**src/sv/gde_pkg.sv**
```systemverilog
`timescale 1ns / 1ps
// Shared constants and month tables for the Gregorian date evaluator.
// No dependencies; imported by gregorian_date_evaluator.

package gde_pkg;

    // Month numbers.
    localparam logic [3:0] MONTH_JAN = 4'd1;
    localparam logic [3:0] MONTH_FEB = 4'd2;
    localparam logic [3:0] MONTH_MAR = 4'd3;
    localparam logic [3:0] MONTH_APR = 4'd4;
    localparam logic [3:0] MONTH_MAY = 4'd5;
    localparam logic [3:0] MONTH_JUN = 4'd6;
    localparam logic [3:0] MONTH_JUL = 4'd7;
    localparam logic [3:0] MONTH_AUG = 4'd8;
    localparam logic [3:0] MONTH_SEP = 4'd9;
    localparam logic [3:0] MONTH_OCT = 4'd10;
    localparam logic [3:0] MONTH_NOV = 4'd11;
    localparam logic [3:0] MONTH_DEC = 4'd12;

    // Reciprocal of 100 scaled by 2^24, rounded up; exact for 16-bit years.
    localparam logic [17:0] RECIP_100     = 18'd167773;
    localparam int          RECIP_SHIFT   = 24;
    // Fliegel-Van Flandern constants.
    localparam logic [16:0] YEAR_BIAS     = 17'd4800;
    localparam logic [10:0] DAYS_4_YEARS  = 11'd1461;
    localparam logic [9:0]  CENTURY_BIAS  = 10'd49;
    localparam logic [25:0] JD_OFFSET     = 26'd32075;

    // Number of days in a month; zero for a month number that is out of range.
    function automatic logic [4:0] month_len(input logic [3:0] month, input logic leap);
        logic [4:0] len;
        case (month) inside
            MONTH_FEB: len = leap ? 5'd29 : 5'd28;
            MONTH_APR, MONTH_JUN, MONTH_SEP, MONTH_NOV: len = 5'd30;
            MONTH_JAN, MONTH_MAR, MONTH_MAY, MONTH_JUL, MONTH_AUG, MONTH_OCT,
            MONTH_DEC: len = 5'd31;
            default: len = 5'd0;
        endcase
        return len;
    endfunction

    // The (367 * (m - 2 - 12t)) / 12 term, with January and February counted
    // as months 11 and 12 of the previous year.
    function automatic logic [8:0] month_term(input logic [3:0] month);
        logic [8:0] term;
        case (month)
            MONTH_MAR: term = 9'd30;
            MONTH_APR: term = 9'd61;
            MONTH_MAY: term = 9'd91;
            MONTH_JUN: term = 9'd122;
            MONTH_JUL: term = 9'd152;
            MONTH_AUG: term = 9'd183;
            MONTH_SEP: term = 9'd214;
            MONTH_OCT: term = 9'd244;
            MONTH_NOV: term = 9'd275;
            MONTH_DEC: term = 9'd305;
            MONTH_JAN: term = 9'd336;
            MONTH_FEB: term = 9'd367;
            default:   term = 9'd0;
        endcase
        return term;
    endfunction

endpackage

```
**src/sv/gregorian_date_evaluator.sv**
```systemverilog
`timescale 1ns / 1ps
// Gregorian date evaluator: leap flag, validity, weekday and Julian day number.
// Depends on gde_pkg for month tables and arithmetic constants.
// An accepted date passes stages 1 to 5 and the output stage before its strobe.
// Throughput: one date per cycle; busy is high only while reset is asserted.
// The six-stage pipeline never stalls, since the receiver takes every result.
// Reset (synchronous, active low) clears the stage valid bits and the strobe.

module gregorian_date_evaluator (
    input  logic        i_clk,
    input  logic        i_rst_n,
    input  logic        start,
    output logic        busy,
    input  logic [3:0]  i_month,
    input  logic [4:0]  i_day,
    input  logic [15:0] i_year,
    output logic        o_strobe,
    output logic        o_date_valid,
    output logic        o_leap_year,
    output logic [2:0]  o_weekday,
    output logic [24:0] o_day_number
);
    import gde_pkg::*;

    // Stage valid bits for stages 1 to 5; the output stage uses the strobe register.
    logic [4:0]  r_vld;
    logic [4:0]  n_vld;

    // Stage 1: captured date.
    logic [3:0]  r_s1_month;
    logic [4:0]  r_s1_day;
    logic [15:0] r_s1_year;

    // Stage 2: century quotient and the four-year day term.
    logic [3:0]  r_s2_month;
    logic [4:0]  r_s2_day;
    logic [15:0] r_s2_year;
    logic [9:0]  r_s2_cent;
    logic [24:0] r_s2_years_days;

    // Stage 3: flags and the remaining day-number terms.
    logic        r_s3_valid;
    logic        r_s3_leap;
    logic [24:0] r_s3_years_days;
    logic [9:0]  r_s3_month_days;
    logic [9:0]  r_s3_cent_days;

    // Stage 4: day number.
    logic        r_s4_valid;
    logic        r_s4_leap;
    logic [24:0] r_s4_jd;

    // Stage 5: octal digit sum of the day number plus one.
    logic        r_s5_valid;
    logic        r_s5_leap;
    logic [24:0] r_s5_jd;
    logic [6:0]  r_s5_dsum;

    // Output registers.
    logic        r_out_strobe;
    logic        r_out_valid;
    logic        r_out_leap;
    logic [2:0]  r_out_weekday;
    logic [24:0] r_out_jd;

    // Combinational values between stages.
    logic [16:0] n_s2_shifted_year;
    logic [33:0] n_s2_recip_prod;
    logic [27:0] n_s2_year_prod;
    logic [16:0] n_s3_cent_x100;
    logic        n_s3_cent_start;
    logic        n_s3_leap;
    logic [4:0]  n_s3_len;
    logic        n_s3_early;
    logic [9:0]  n_s3_century;
    logic [11:0] n_s3_century_x3;
    logic [25:0] n_s4_sum;
    logic [26:0] n_s5_jd_ext;
    logic [5:0]  n_s5_digits;
    logic [3:0]  n_s6_fold;
    logic [2:0]  n_s6_weekday;

    // An item is taken whenever start is high outside of reset.
    assign busy  = ~i_rst_n;
    assign n_vld = {r_vld[3:0], start};

    // Valid bits and strobe.
    always_ff @(posedge i_clk) begin
        if (!i_rst_n) begin
            r_vld        <= '0;
            r_out_strobe <= 1'b0;
        end else begin
            r_vld        <= n_vld;
            r_out_strobe <= r_vld[4];
        end
    end

    // Stage 2: divide the year by 100 through a reciprocal, and form 1461 * Y
    // with Y = year + 4800, less one for January and February.
    always_comb begin
        n_s2_shifted_year = {1'b0, r_s1_year} + YEAR_BIAS
                          - 17'((r_s1_month <= MONTH_FEB) ? 1 : 0);
        n_s2_recip_prod   = 34'(r_s1_year) * 34'(RECIP_100);
        n_s2_year_prod    = 28'(n_s2_shifted_year) * 28'(DAYS_4_YEARS);
    end

    // Stage 3: the year divides by 100 exactly when the quotient times 100 gives
    // it back; divisible by 400 when that quotient is also a multiple of four.
    always_comb begin
        n_s3_cent_x100  = 17'(r_s2_cent) * 17'd100;
        n_s3_cent_start = (n_s3_cent_x100 == {1'b0, r_s2_year});
        n_s3_leap       = (r_s2_year[1:0] == 2'd0)
                        && (!n_s3_cent_start || (r_s2_cent[1:0] == 2'd0));
        n_s3_len        = month_len(r_s2_month, n_s3_leap);
        n_s3_early      = (r_s2_month <= MONTH_FEB);
        // (year + 4900 + t) / 100 from the quotient of the year alone.
        n_s3_century    = r_s2_cent + CENTURY_BIAS
                        - 10'((n_s3_early && n_s3_cent_start) ? 1 : 0);
        n_s3_century_x3 = 12'(n_s3_century) * 12'd3;
    end

    // Stage 4: collect the day-number terms; an invalid date reads as zero.
    always_comb begin
        n_s4_sum = {1'b0, r_s3_years_days} + 26'(r_s3_month_days)
                 - 26'(r_s3_cent_days) - JD_OFFSET;
    end

    // Stage 5: 8 is 1 modulo 7, so the octal digit sum keeps the residue.
    always_comb begin
        n_s5_jd_ext = {2'b00, r_s4_jd};
        n_s5_digits = '0;
        for (int i = 0; i < 9; i++) begin
            n_s5_digits = n_s5_digits + 6'(n_s5_jd_ext[3*i +: 3]);
        end
    end

    // Stage 6: fold once more and reduce to 0..6, Sunday first.
    always_comb begin
        n_s6_fold = 4'(r_s5_dsum[6]) + 4'(r_s5_dsum[5:3]) + 4'(r_s5_dsum[2:0]);
        if (n_s6_fold >= 4'd14) begin
            n_s6_weekday = 3'(n_s6_fold - 4'd14);
        end else if (n_s6_fold >= 4'd7) begin
            n_s6_weekday = 3'(n_s6_fold - 4'd7);
        end else begin
            n_s6_weekday = n_s6_fold[2:0];
        end
    end

    // Payload registers of all stages.
    always_ff @(posedge i_clk) begin
        r_s1_month      <= i_month;
        r_s1_day        <= i_day;
        r_s1_year       <= i_year;

        r_s2_month      <= r_s1_month;
        r_s2_day        <= r_s1_day;
        r_s2_year       <= r_s1_year;
        r_s2_cent       <= n_s2_recip_prod[RECIP_SHIFT +: 10];
        r_s2_years_days <= n_s2_year_prod[26:2];

        r_s3_valid      <= (r_s2_day != 5'd0) && (r_s2_day <= n_s3_len);
        r_s3_leap       <= n_s3_leap;
        r_s3_years_days <= r_s2_years_days;
        r_s3_month_days <= 10'(r_s2_day) + 10'(month_term(r_s2_month));
        r_s3_cent_days  <= n_s3_century_x3[11:2];

        r_s4_valid      <= r_s3_valid;
        r_s4_leap       <= r_s3_leap;
        r_s4_jd         <= r_s3_valid ? n_s4_sum[24:0] : '0;

        r_s5_valid      <= r_s4_valid;
        r_s5_leap       <= r_s4_leap;
        r_s5_jd         <= r_s4_jd;
        r_s5_dsum       <= 7'(n_s5_digits) + 7'd1;

        r_out_valid     <= r_s5_valid;
        r_out_leap      <= r_s5_leap;
        r_out_weekday   <= r_s5_valid ? n_s6_weekday : 3'd0;
        r_out_jd        <= r_s5_jd;
    end

    assign o_strobe     = r_out_strobe;
    assign o_date_valid = r_out_valid;
    assign o_leap_year  = r_out_leap;
    assign o_weekday    = r_out_weekday;
    assign o_day_number = r_out_jd;

endmodule

```
**config.mk**
```make
export PLATFORM = sky130hd
export DESIGN_NAME = gregorian_date_evaluator
export DESIGN_NICKNAME = d
export VERILOG_FILES = /design/src/sv/gde_pkg.sv /design/src/sv/gregorian_date_evaluator.sv
export SDC_FILE = /design/constraint.sdc
export NUM_CORES = 1
export LEC_CHECK = 0
export BUFFER_PORTS_ARGS = -buffer_cell sky130_fd_sc_hd__buf_2
export CORE_MARGIN = 4
export CORE_UTILIZATION = 50
export DETAILED_ROUTE_END_ITERATION = 8
export PLACE_DENSITY = 0.77
export REMOVE_ABC_BUFFERS = 1
export SYNTH_ARGS = -nofsm -noshare
export SYNTH_HDL_FRONTEND = slang
export SYNTH_SLANG_ARGS = --single-unit
```
**constraint.sdc**
```tcl
create_clock -name i_clk -period 10.45 [get_ports i_clk]
set_clock_uncertainty 0.2 [all_clocks]
set_input_delay 2.09 -clock i_clk [delete_from_list [all_inputs] [get_ports i_clk]]
set_output_delay 2.09 -clock i_clk [all_outputs]
set_load 0.02 [all_outputs]
```
Word level (Yosys, flattened, before mapping)
Memories as Yosys holds them, arrays and structs flattened. A register that Yosys moved wholly into a read port is not among the register bits. Cells that the tools add are included.

Reductions and logical operators: 10. Multiply operators: 4. Magnitude comparators: 5. Mux-type cells: 8. Bitwise logic cells: 1. Add/sub/neg operators: 21. Equal/unequal tests: 13.

Operator list (number): multiplier 16 x 18 -> 34 bit, second input constant (1); multiplier 17 x 11 -> 27 bit, second input constant (1); adder 25 x 10 -> 25 bit (1); subtractor 25 x 10 -> 25 bit (1); subtractor 25 x 15 -> 25 bit, second input constant (1); adder 6 x 3 -> 6 bit (4); == test 4 bit, second input constant (5); adder 16 x 13 -> 17 bit, second input constant (1); == test 17 x 16 -> 1 bit (1); subtractor 17 x 1 -> 17 bit (1); == test 4 x 3 -> 1 bit, second input constant (4); multiplier 10 x 5 -> 15 bit, second input constant (1); 2-to-1 mux 5 bit (3); multiplier 10 x 2 -> 12 bit, second input constant (1); adder 10 x 6 -> 10 bit, second input constant (1); adder 5 x 9 -> 10 bit (1); subtractor 10 x 1 -> 10 bit (1); == test 4 x 2 -> 1 bit, second input constant (2); less-or-equal comparator 4 x 2 -> 1 bit, second input constant (2); adder 6 x 1 -> 7 bit, second input constant (1); OR reduction 7 bit (1); adder 5 x 3 -> 6 bit (1); adder 6 x 1 -> 6 bit (1); 2-to-1 mux 3 bit (2); other kinds (17) (23).

Register bits: 229. Word-level logic and storage cells: 89. Output and inout bits: 32. Memories kept: 1. Memory bits (read-only): 144.

Memories: (no name shown) (words 16, width 9, read ports 1, clocked after Yosys merged registers in 1, wr ports 0, line gde_pkg.sv:47) `case (month)`.

Depth between registers and ports, before layout
Gate-level depths: netlist of run 1.

Depth in word-level cells: 9. Depth in mapped cells: 34. Gate-level depth less buffers: 33.

Worst setup path before layout of run 1
No wires, ideal clock.

Kind: reg2reg. Start: register r_s1_month[3]. End: register r_s2_years_days[22]. Buffers on the path: 2. Slack: 2.964 ns. Setup time: 0.072 ns. Cell stages (with the launch flop): 31. Data arrival time: 7.214 ns. Path through: dfxtp_1 -> clkbuf_1 -> clkbuf_1 -> nor2_1 -> o21a_1 -> ha_1 -> inv_1 -> ha_1 -> fa_1 -> a21o_1 -> a21o_1 -> a21oi_1 -> o2111ai_1 -> a21oi_1 -> o21ai_0 -> a211o_1 -> xnor2_1 -> ha_1 -> fa_1 -> fa_1 -> fa_1 -> inv_1 -> fa_1 -> inv_1 -> ha_1 -> and4_1 -> a211o_2 -> a311o_1 -> a21o_1 -> a21oi_2 -> xnor2_1.

Longest elaborated chain between the ends: 4.

RTL lines: from (decl) (line gregorian_date_evaluator.sv:30) `logic [3:0] r_s1_month;`; from (signal assigned) (line gregorian_date_evaluator.sv:151) `r_s1_month <= i_month;`; less-or-equal comparator 4 x 2 -> 1 bit (line gregorian_date_evaluator.sv:102) `- 17'((r_s1_month <= MONTH_FEB) ? 1 : 0);`; 2-to-1 mux 1 bit (line gregorian_date_evaluator.sv:102); subtractor 17 x 1 -> 17 bit (line gregorian_date_evaluator.sv:102); multiplier 17 x 11 -> 27 bit (line gregorian_date_evaluator.sv:104) `n_s2_year_prod = 28'(n_s2_shifted_year) * 28'(DAYS_4_YEARS);`; net n_s2_year_prod[24] (line gregorian_date_evaluator.sv:69) `logic [27:0] n_s2_year_prod;`; to (signal assigned) (line gregorian_date_evaluator.sv:159) `r_s2_years_days <= n_s2_year_prod[26:2];`; to (decl) (line gregorian_date_evaluator.sv:39) `logic [24:0] r_s2_years_days;`.

The timed path passes the listed nets, and every way through them passes these cells. A chain may end at the register's enable or synchronous reset.

Worst setup path in the final report of run 1
Start: register r_s1_month[0]. End: register r_s2_years_days[22].

Same word-level chain as after synthesis.

==> run summary, run 1 <==
H-tree Lvls: 1
Seq/Total Area, Yosys: 25.69%
Core Footprint: 36520 um2
Yosys cell types: 65
RSZ-0062 raised after global routing: false
dominant cell type by area after synthesis: dfxtp_1
Yosys warning total: 0
post-synth top area share: 25.69%
GRT Util Overall: 18.19%
Hold-fix buffers, CTS: 0
number of flops mapped to enable cells by yosys: 0
period utilization: 78.23%
total grt overflow: 0
Post-DP HPWL: 29970 um
commonest non-fill, non-tap cell in the layout: inv_1
top cells by area, synth: dfxtp_1 26%, ha_1 24%, fa_1 22%
WP data required: 10720 ps
row count: 70
port bufs: 59
Max Cap Viol: 0
#FFs+latches synth: 237
total number of vias: 11930
Crit Path Class: register to register
Num CTS Buffers: 25
minimum clock period: 8175 ps
area of the multi-input gates: 12170 um2
WP buf/inv: 4
mean number of vias per cell: 5.066
drt first pass iters: 7
worst-path fanout max: 5
TNS Setup: 0 ps
number of global-route vias before repair: 12940
IO Pins: 60
Root Buffer: clkbuf_16
first-pass GRT wire length: 61070 um
area grow syn2layout: 9.328%
largest net degree at the start of global routing: 21
outcome: finished clean
WL final: 35340 um
Worst Tran Pin Value: 849.2 ps
nets: 2451
Fin. Hold Viols: 0
Register Area: 4745 um2
Pins Over Slew Limit: 0
full die area: 40080 um2
RD Place Congestion: 0.9174
Fill cells: 3059
kind of cell adding the most delay to the critical path: adder cells
initial antenna violation count: 0
DRC violations left: 0
Post-Synthesis Cells: 1789
1st-iter DRT viols: 497
width of the die: 200.2 um
Setup-failing EPs final: 0
n_diodes: 0
clock tree buffer depth: 3
Initial Utilization: 50.58%
CTS Sinks: 237
share of layout cells above drive strength 1: 6.253%
Worst Hold Class: register to register
prevailing post-synth register cell: dfxtp_1
Post-Syn Area: 18470 um2
post-CTS resize count: 0
Worst EP arrival: 8450 ps
Routed Antenna Nets: 0
max_slew headroom: 42.86%
critical path's slowest cell: fa_1
Post-Syn Area per Cell: 10.33 um2
setup bufs post-CTS: 0
CTS tree: done
Post-synth ARST share: 0%
die height: 200.2 um
clk_lat worst skew: 550 ps
commonest non-fill, non-tap cells in the layout: 410 x inv_1, 348 x ha_1, 237 x dfxtp_1
clock-pin slew on the worst setup and hold paths: 60 ps
Fmax achieved: 122.3 MHz
CP peak stage delay: 550 ps
drt wl/cell: 15.01 um
CP Launch Type: register
critical path capture point type: register
-- per-stage QoR --
step           util, %  setup slack (ps)  area [um2]  hold slack (ps)  std cells
6_report         55.29              2275       20190            109.8       2355
5_1_grt          55.29              1927       20190            112.1       2355
4_1_cts          55.29              2294       20190            95.35       2355
3_5_place_dp     52.93              2291       19330            112.1       2310
3_3_place_gp     52.93              2515       19330            109.9       2310
2_1_floorplan        -              3131       18450            109.6       1783
-- sequential cells by signal (all words and copies together) (netlist names), 3 cells and up, named ones only --
| signal | count |
|---|---|
| o_day_number | 25 |
| o_weekday | 3 |
| r_s1_day | 5 |
| r_s1_month | 4 |
| r_s1_year | 16 |
| r_s2_cent | 10 |
| r_s2_day | 5 |
| r_s2_month | 4 |
| r_s2_year | 16 |
| r_s2_years_days | 25 |
| r_s3_cent_days | 10 |
| r_s3_month_days | 10 |
| r_s3_years_days | 25 |
| r_s4_jd | 25 |
| r_s5_dsum | 6 |
| r_s5_jd | 25 |
| r_vld | 5 |
-- metal layers --
| layer | wire length [um] | share of wire [%] | GRT usage [%] |
|---|---|---|---|
| met2 | 17740 | 50 | 32.73 |
| met3 | 1717 | 4.9 | 3.675 |
| met4 | 1183 | 3.3 | 5.926 |
| met1 | 14690 | 42 | 21.89 |
| met5 | 0 | 0 | 0 |
-- worst reg2reg max path, delay by kind of cell (launching register included) --
kind,cells,cell delay [ps]
adder cells (fa/ha/maj),10,3800
AND/OR/NAND/NOR,1,200
flip-flops,1,340
XOR/XNOR,2,620
buffers and inverters,4,270
AO/OA/AOI/OAI,12,2670
-- path summary, 6_finish.rpt --
kind / from / to / slack (ps) / cells after the start
hold reg to reg: r_s2_years_days[4]$_DFF_P_ / r_s3_years_days[4]$_DFF_P_ / 110 / 0
setup reg to reg: r_s1_month[0]$_DFF_P_ / r_s2_years_days[22]$_DFF_P_ / 2270 / 29
hold / removal: r_s2_years_days[4]$_DFF_P_ / r_s3_years_days[4]$_DFF_P_ / 110 / 0
setup / recovery: r_s1_month[0]$_DFF_P_ / r_s2_years_days[22]$_DFF_P_ / 2270 / 29
-- cell usage after synthesis, types with 2 or more instances --
library cell  count
inv_1           410
ha_1            348
dfxtp_1         237
fa_1            206
xnor2_1          71
nor2_1           68
a21oi_1          65
nand2_1          52
o21ai_0          50
xor2_1           35
nand3_1          24
a21o_1           22
and2_1           16
nand2b_1         15
nor3_1           14
o21a_1           12
o21bai_1         12
a211oi_1         10
nand4_1          10
o211ai_1         10
a31oi_1           8
a21boi_0          7
nor2b_1           7
clkbuf_1          6
a31o_2            5
mux2i_1           5
nor4_1            5
o21ai_1           5
and3_1            4
nand3b_1          3
o22ai_1           3
o41ai_1           3
a2111oi_2         2
a211o_1           2
nor3b_1           2
nor4b_1           2
o2111ai_1         2
or2_2             2
or3_1             2
or4_1             2
-- layout make-up --
cell class | instances | area share [%]
clock buffer | 33 | 3.346
clock inverter | 12 | 0.9356
inverter | 410 | 7.621
multi-input combinational | 1136 | 60.24
sequential | 237 | 23.49
tap | 468 | 2.900
timing repair buffer | 59 | 1.462
-- logic make-up after synthesis --
logic type	Yosys count	synth area share [%]
buffers and inverters	416	8.454
and+or+nand+nor	236	6.347
xor gates and xnor gates	107	5.114
AOI/OAI and AO/OA	233	8.169
muxes	6	0.3319
adders and majority gates	554	45.90
DFF	237	25.69
Power of run 1 is not shown: default switching activity piles up to over one toggle a cycle in this logic, so the estimate is an artifact.
==> run 2: changes to the inputs <==
==> constraint.sdc (replaced) <==
create_clock -name i_clk -period 8.2 [get_ports i_clk]
set_clock_uncertainty 0.2 [all_clocks]
set_input_delay 1.64 -clock i_clk [delete_from_list [all_inputs] [get_ports i_clk]]
set_output_delay 1.64 -clock i_clk [all_outputs]
set_load 0.02 [all_outputs]
==> run 2 against run 1 <==
Non-clock buffer count is 5 higher. Design area grew 0.29%. Routed wire length is 0.25% lower. Worst setup slack got worse by 1800 ps. Utilization rose by 0.16 points. Via count about the same. Highest routed layer unchanged.
==> run summary, run 2 (synthesis results as in run 1) <==
CTS Sinks: 237
TNS Setup: 0 ps
worst-path fanout max: 5
CP Launch Type: register
Root Buffer: clkbuf_16
clock tree buffer depth: 3
initial antenna violation count: 0
RD Place Congestion: 0.9281
GRT Util Overall: 18.23%
WP data required: 8470 ps
commonest non-fill, non-tap cell in the layout: inv_1
first-pass GRT wire length: 60920 um
critical path capture point type: register
Worst Tran Pin Value: 804.5 ps
mean number of vias per cell: 5.052
full die area: 40080 um2
Max Cap Viol: 0
total grt overflow: 0
n_diodes: 0
Worst EP arrival: 8030 ps
final setup margin: 435.9 ps
clock-pin slew on the worst setup and hold paths: 60 ps
Routed Antenna Nets: 0
Fin. Hold Viols: 0
drt first pass iters: 4
period utilization: 94.68%
commonest non-fill, non-tap cells in the layout: 410 x inv_1, 348 x ha_1, 237 x dfxtp_1
outcome: finished clean
Core Footprint: 36520 um2
Pins Over Slew Limit: 0
Fmax achieved: 128.8 MHz
clk_lat worst skew: 540 ps
nets: 2457
RSZ-0062 raised after global routing: false
Initial Utilization: 50.58%
DRC violations left: 0
pre-CTS setup slack: 333.5 ps
die height: 200.2 um
total number of vias: 11940
share of layout cells above drive strength 1: 6.966%
port bufs: 59
drt wl/cell: 14.92 um
WL final: 35250 um
row count: 70
minimum clock period: 7764 ps
number of global-route vias before repair: 12770
CTS tree: done
Worst Hold Class: register to register
area grow syn2layout: 9.646%
width of the die: 200.2 um
Setup-failing EPs final: 0
1st-iter DRT viols: 538
H-tree Lvls: 1
Hold-fix buffers, CTS: 0
critical path's slowest cell: fa_1
crit-path most repeated cell: inv_1
max_slew headroom: 45.88%
Crit Path Class: register to register
Num CTS Buffers: 26
IO Pins: 60
largest net degree at the start of global routing: 21
CP peak stage delay: 540 ps
Post-DP HPWL: 30120 um
==> run 2: cell types whose count changed in the layout (fill, tap and decap cells not counted), moves of 2 or more <==
cell	delta
bufinv_16	-2
clkbuf_1	-3
clkinv_4	+2
clkinvlp_4	+2
inv_8	+2
buf_4	+5
==> run 2: worst max-delay path: cells and delay by family (launching register included) <==
family	cells	cell delay [ps]
xor+xnor	2	300
flops	1	340
buf+inv	6	420
fa+ha+maj	10	3760
simple gates	3	310
compound gates	11	2340
==> run 2: layer usage <==
layer  global-route usage [%]  wire length [um]  vias to the layer above
met5                        0                 0                        -
met4                    5.483              1027                        0
met3                    3.303              1528                       71
met2                    33.19             17920                      218
met1                    22.04             14770                     5720
li1                         -                 -                     5928
==> run 2: area by class of cell <==
type | instances | area (um2)
Inverter | 410 | 1539
Clock inverter | 17 | 188.9
Clock buffer | 31 | 689.4
Tap cell | 468 | 585.6
Sequential cell | 237 | 4745
Multi-Input combinational cell | 1136 | 12170
Timing Repair Buffer | 64 | 332.8
Fill cell | 3049 | 16270
==> run 2: worst paths after layout <==
check | from | endpoint | slack [ps] | cells past startpoint
setup / recovery | r_s1_month[0]$_DFF_P_ | r_s2_years_days[22]$_DFF_P_ | 440 | 32
hold / removal | r_s2_years_days[15]$_DFF_P_ | r_s3_years_days[15]$_DFF_P_ | 120 | 0
setup reg to reg | r_s1_month[0]$_DFF_P_ | r_s2_years_days[22]$_DFF_P_ | 440 | 32
hold reg to reg | r_s2_years_days[15]$_DFF_P_ | r_s3_years_days[15]$_DFF_P_ | 120 | 0
==> run 2: per-stage QoR <==
step	instance area [um2]	std cells	hold WS, ps	utilization (%)
2_1_floorplan	18450	1783	109.6	-
3_3_place_gp	19360	2314	109.9	53.01
3_5_place_dp	19360	2314	112.1	53.01
4_1_cts	20240	2362	120.3	55.41
5_1_grt	20250	2363	122.7	55.45
6_report	20250	2363	118.4	55.45
==> run 2: what timing repair did <==
action,in CTS,in global routing
resized for setup,0,3
buffers inserted,0,1
setup endpoints to repair,0,5
Power of run 2 is left out for the same reason.
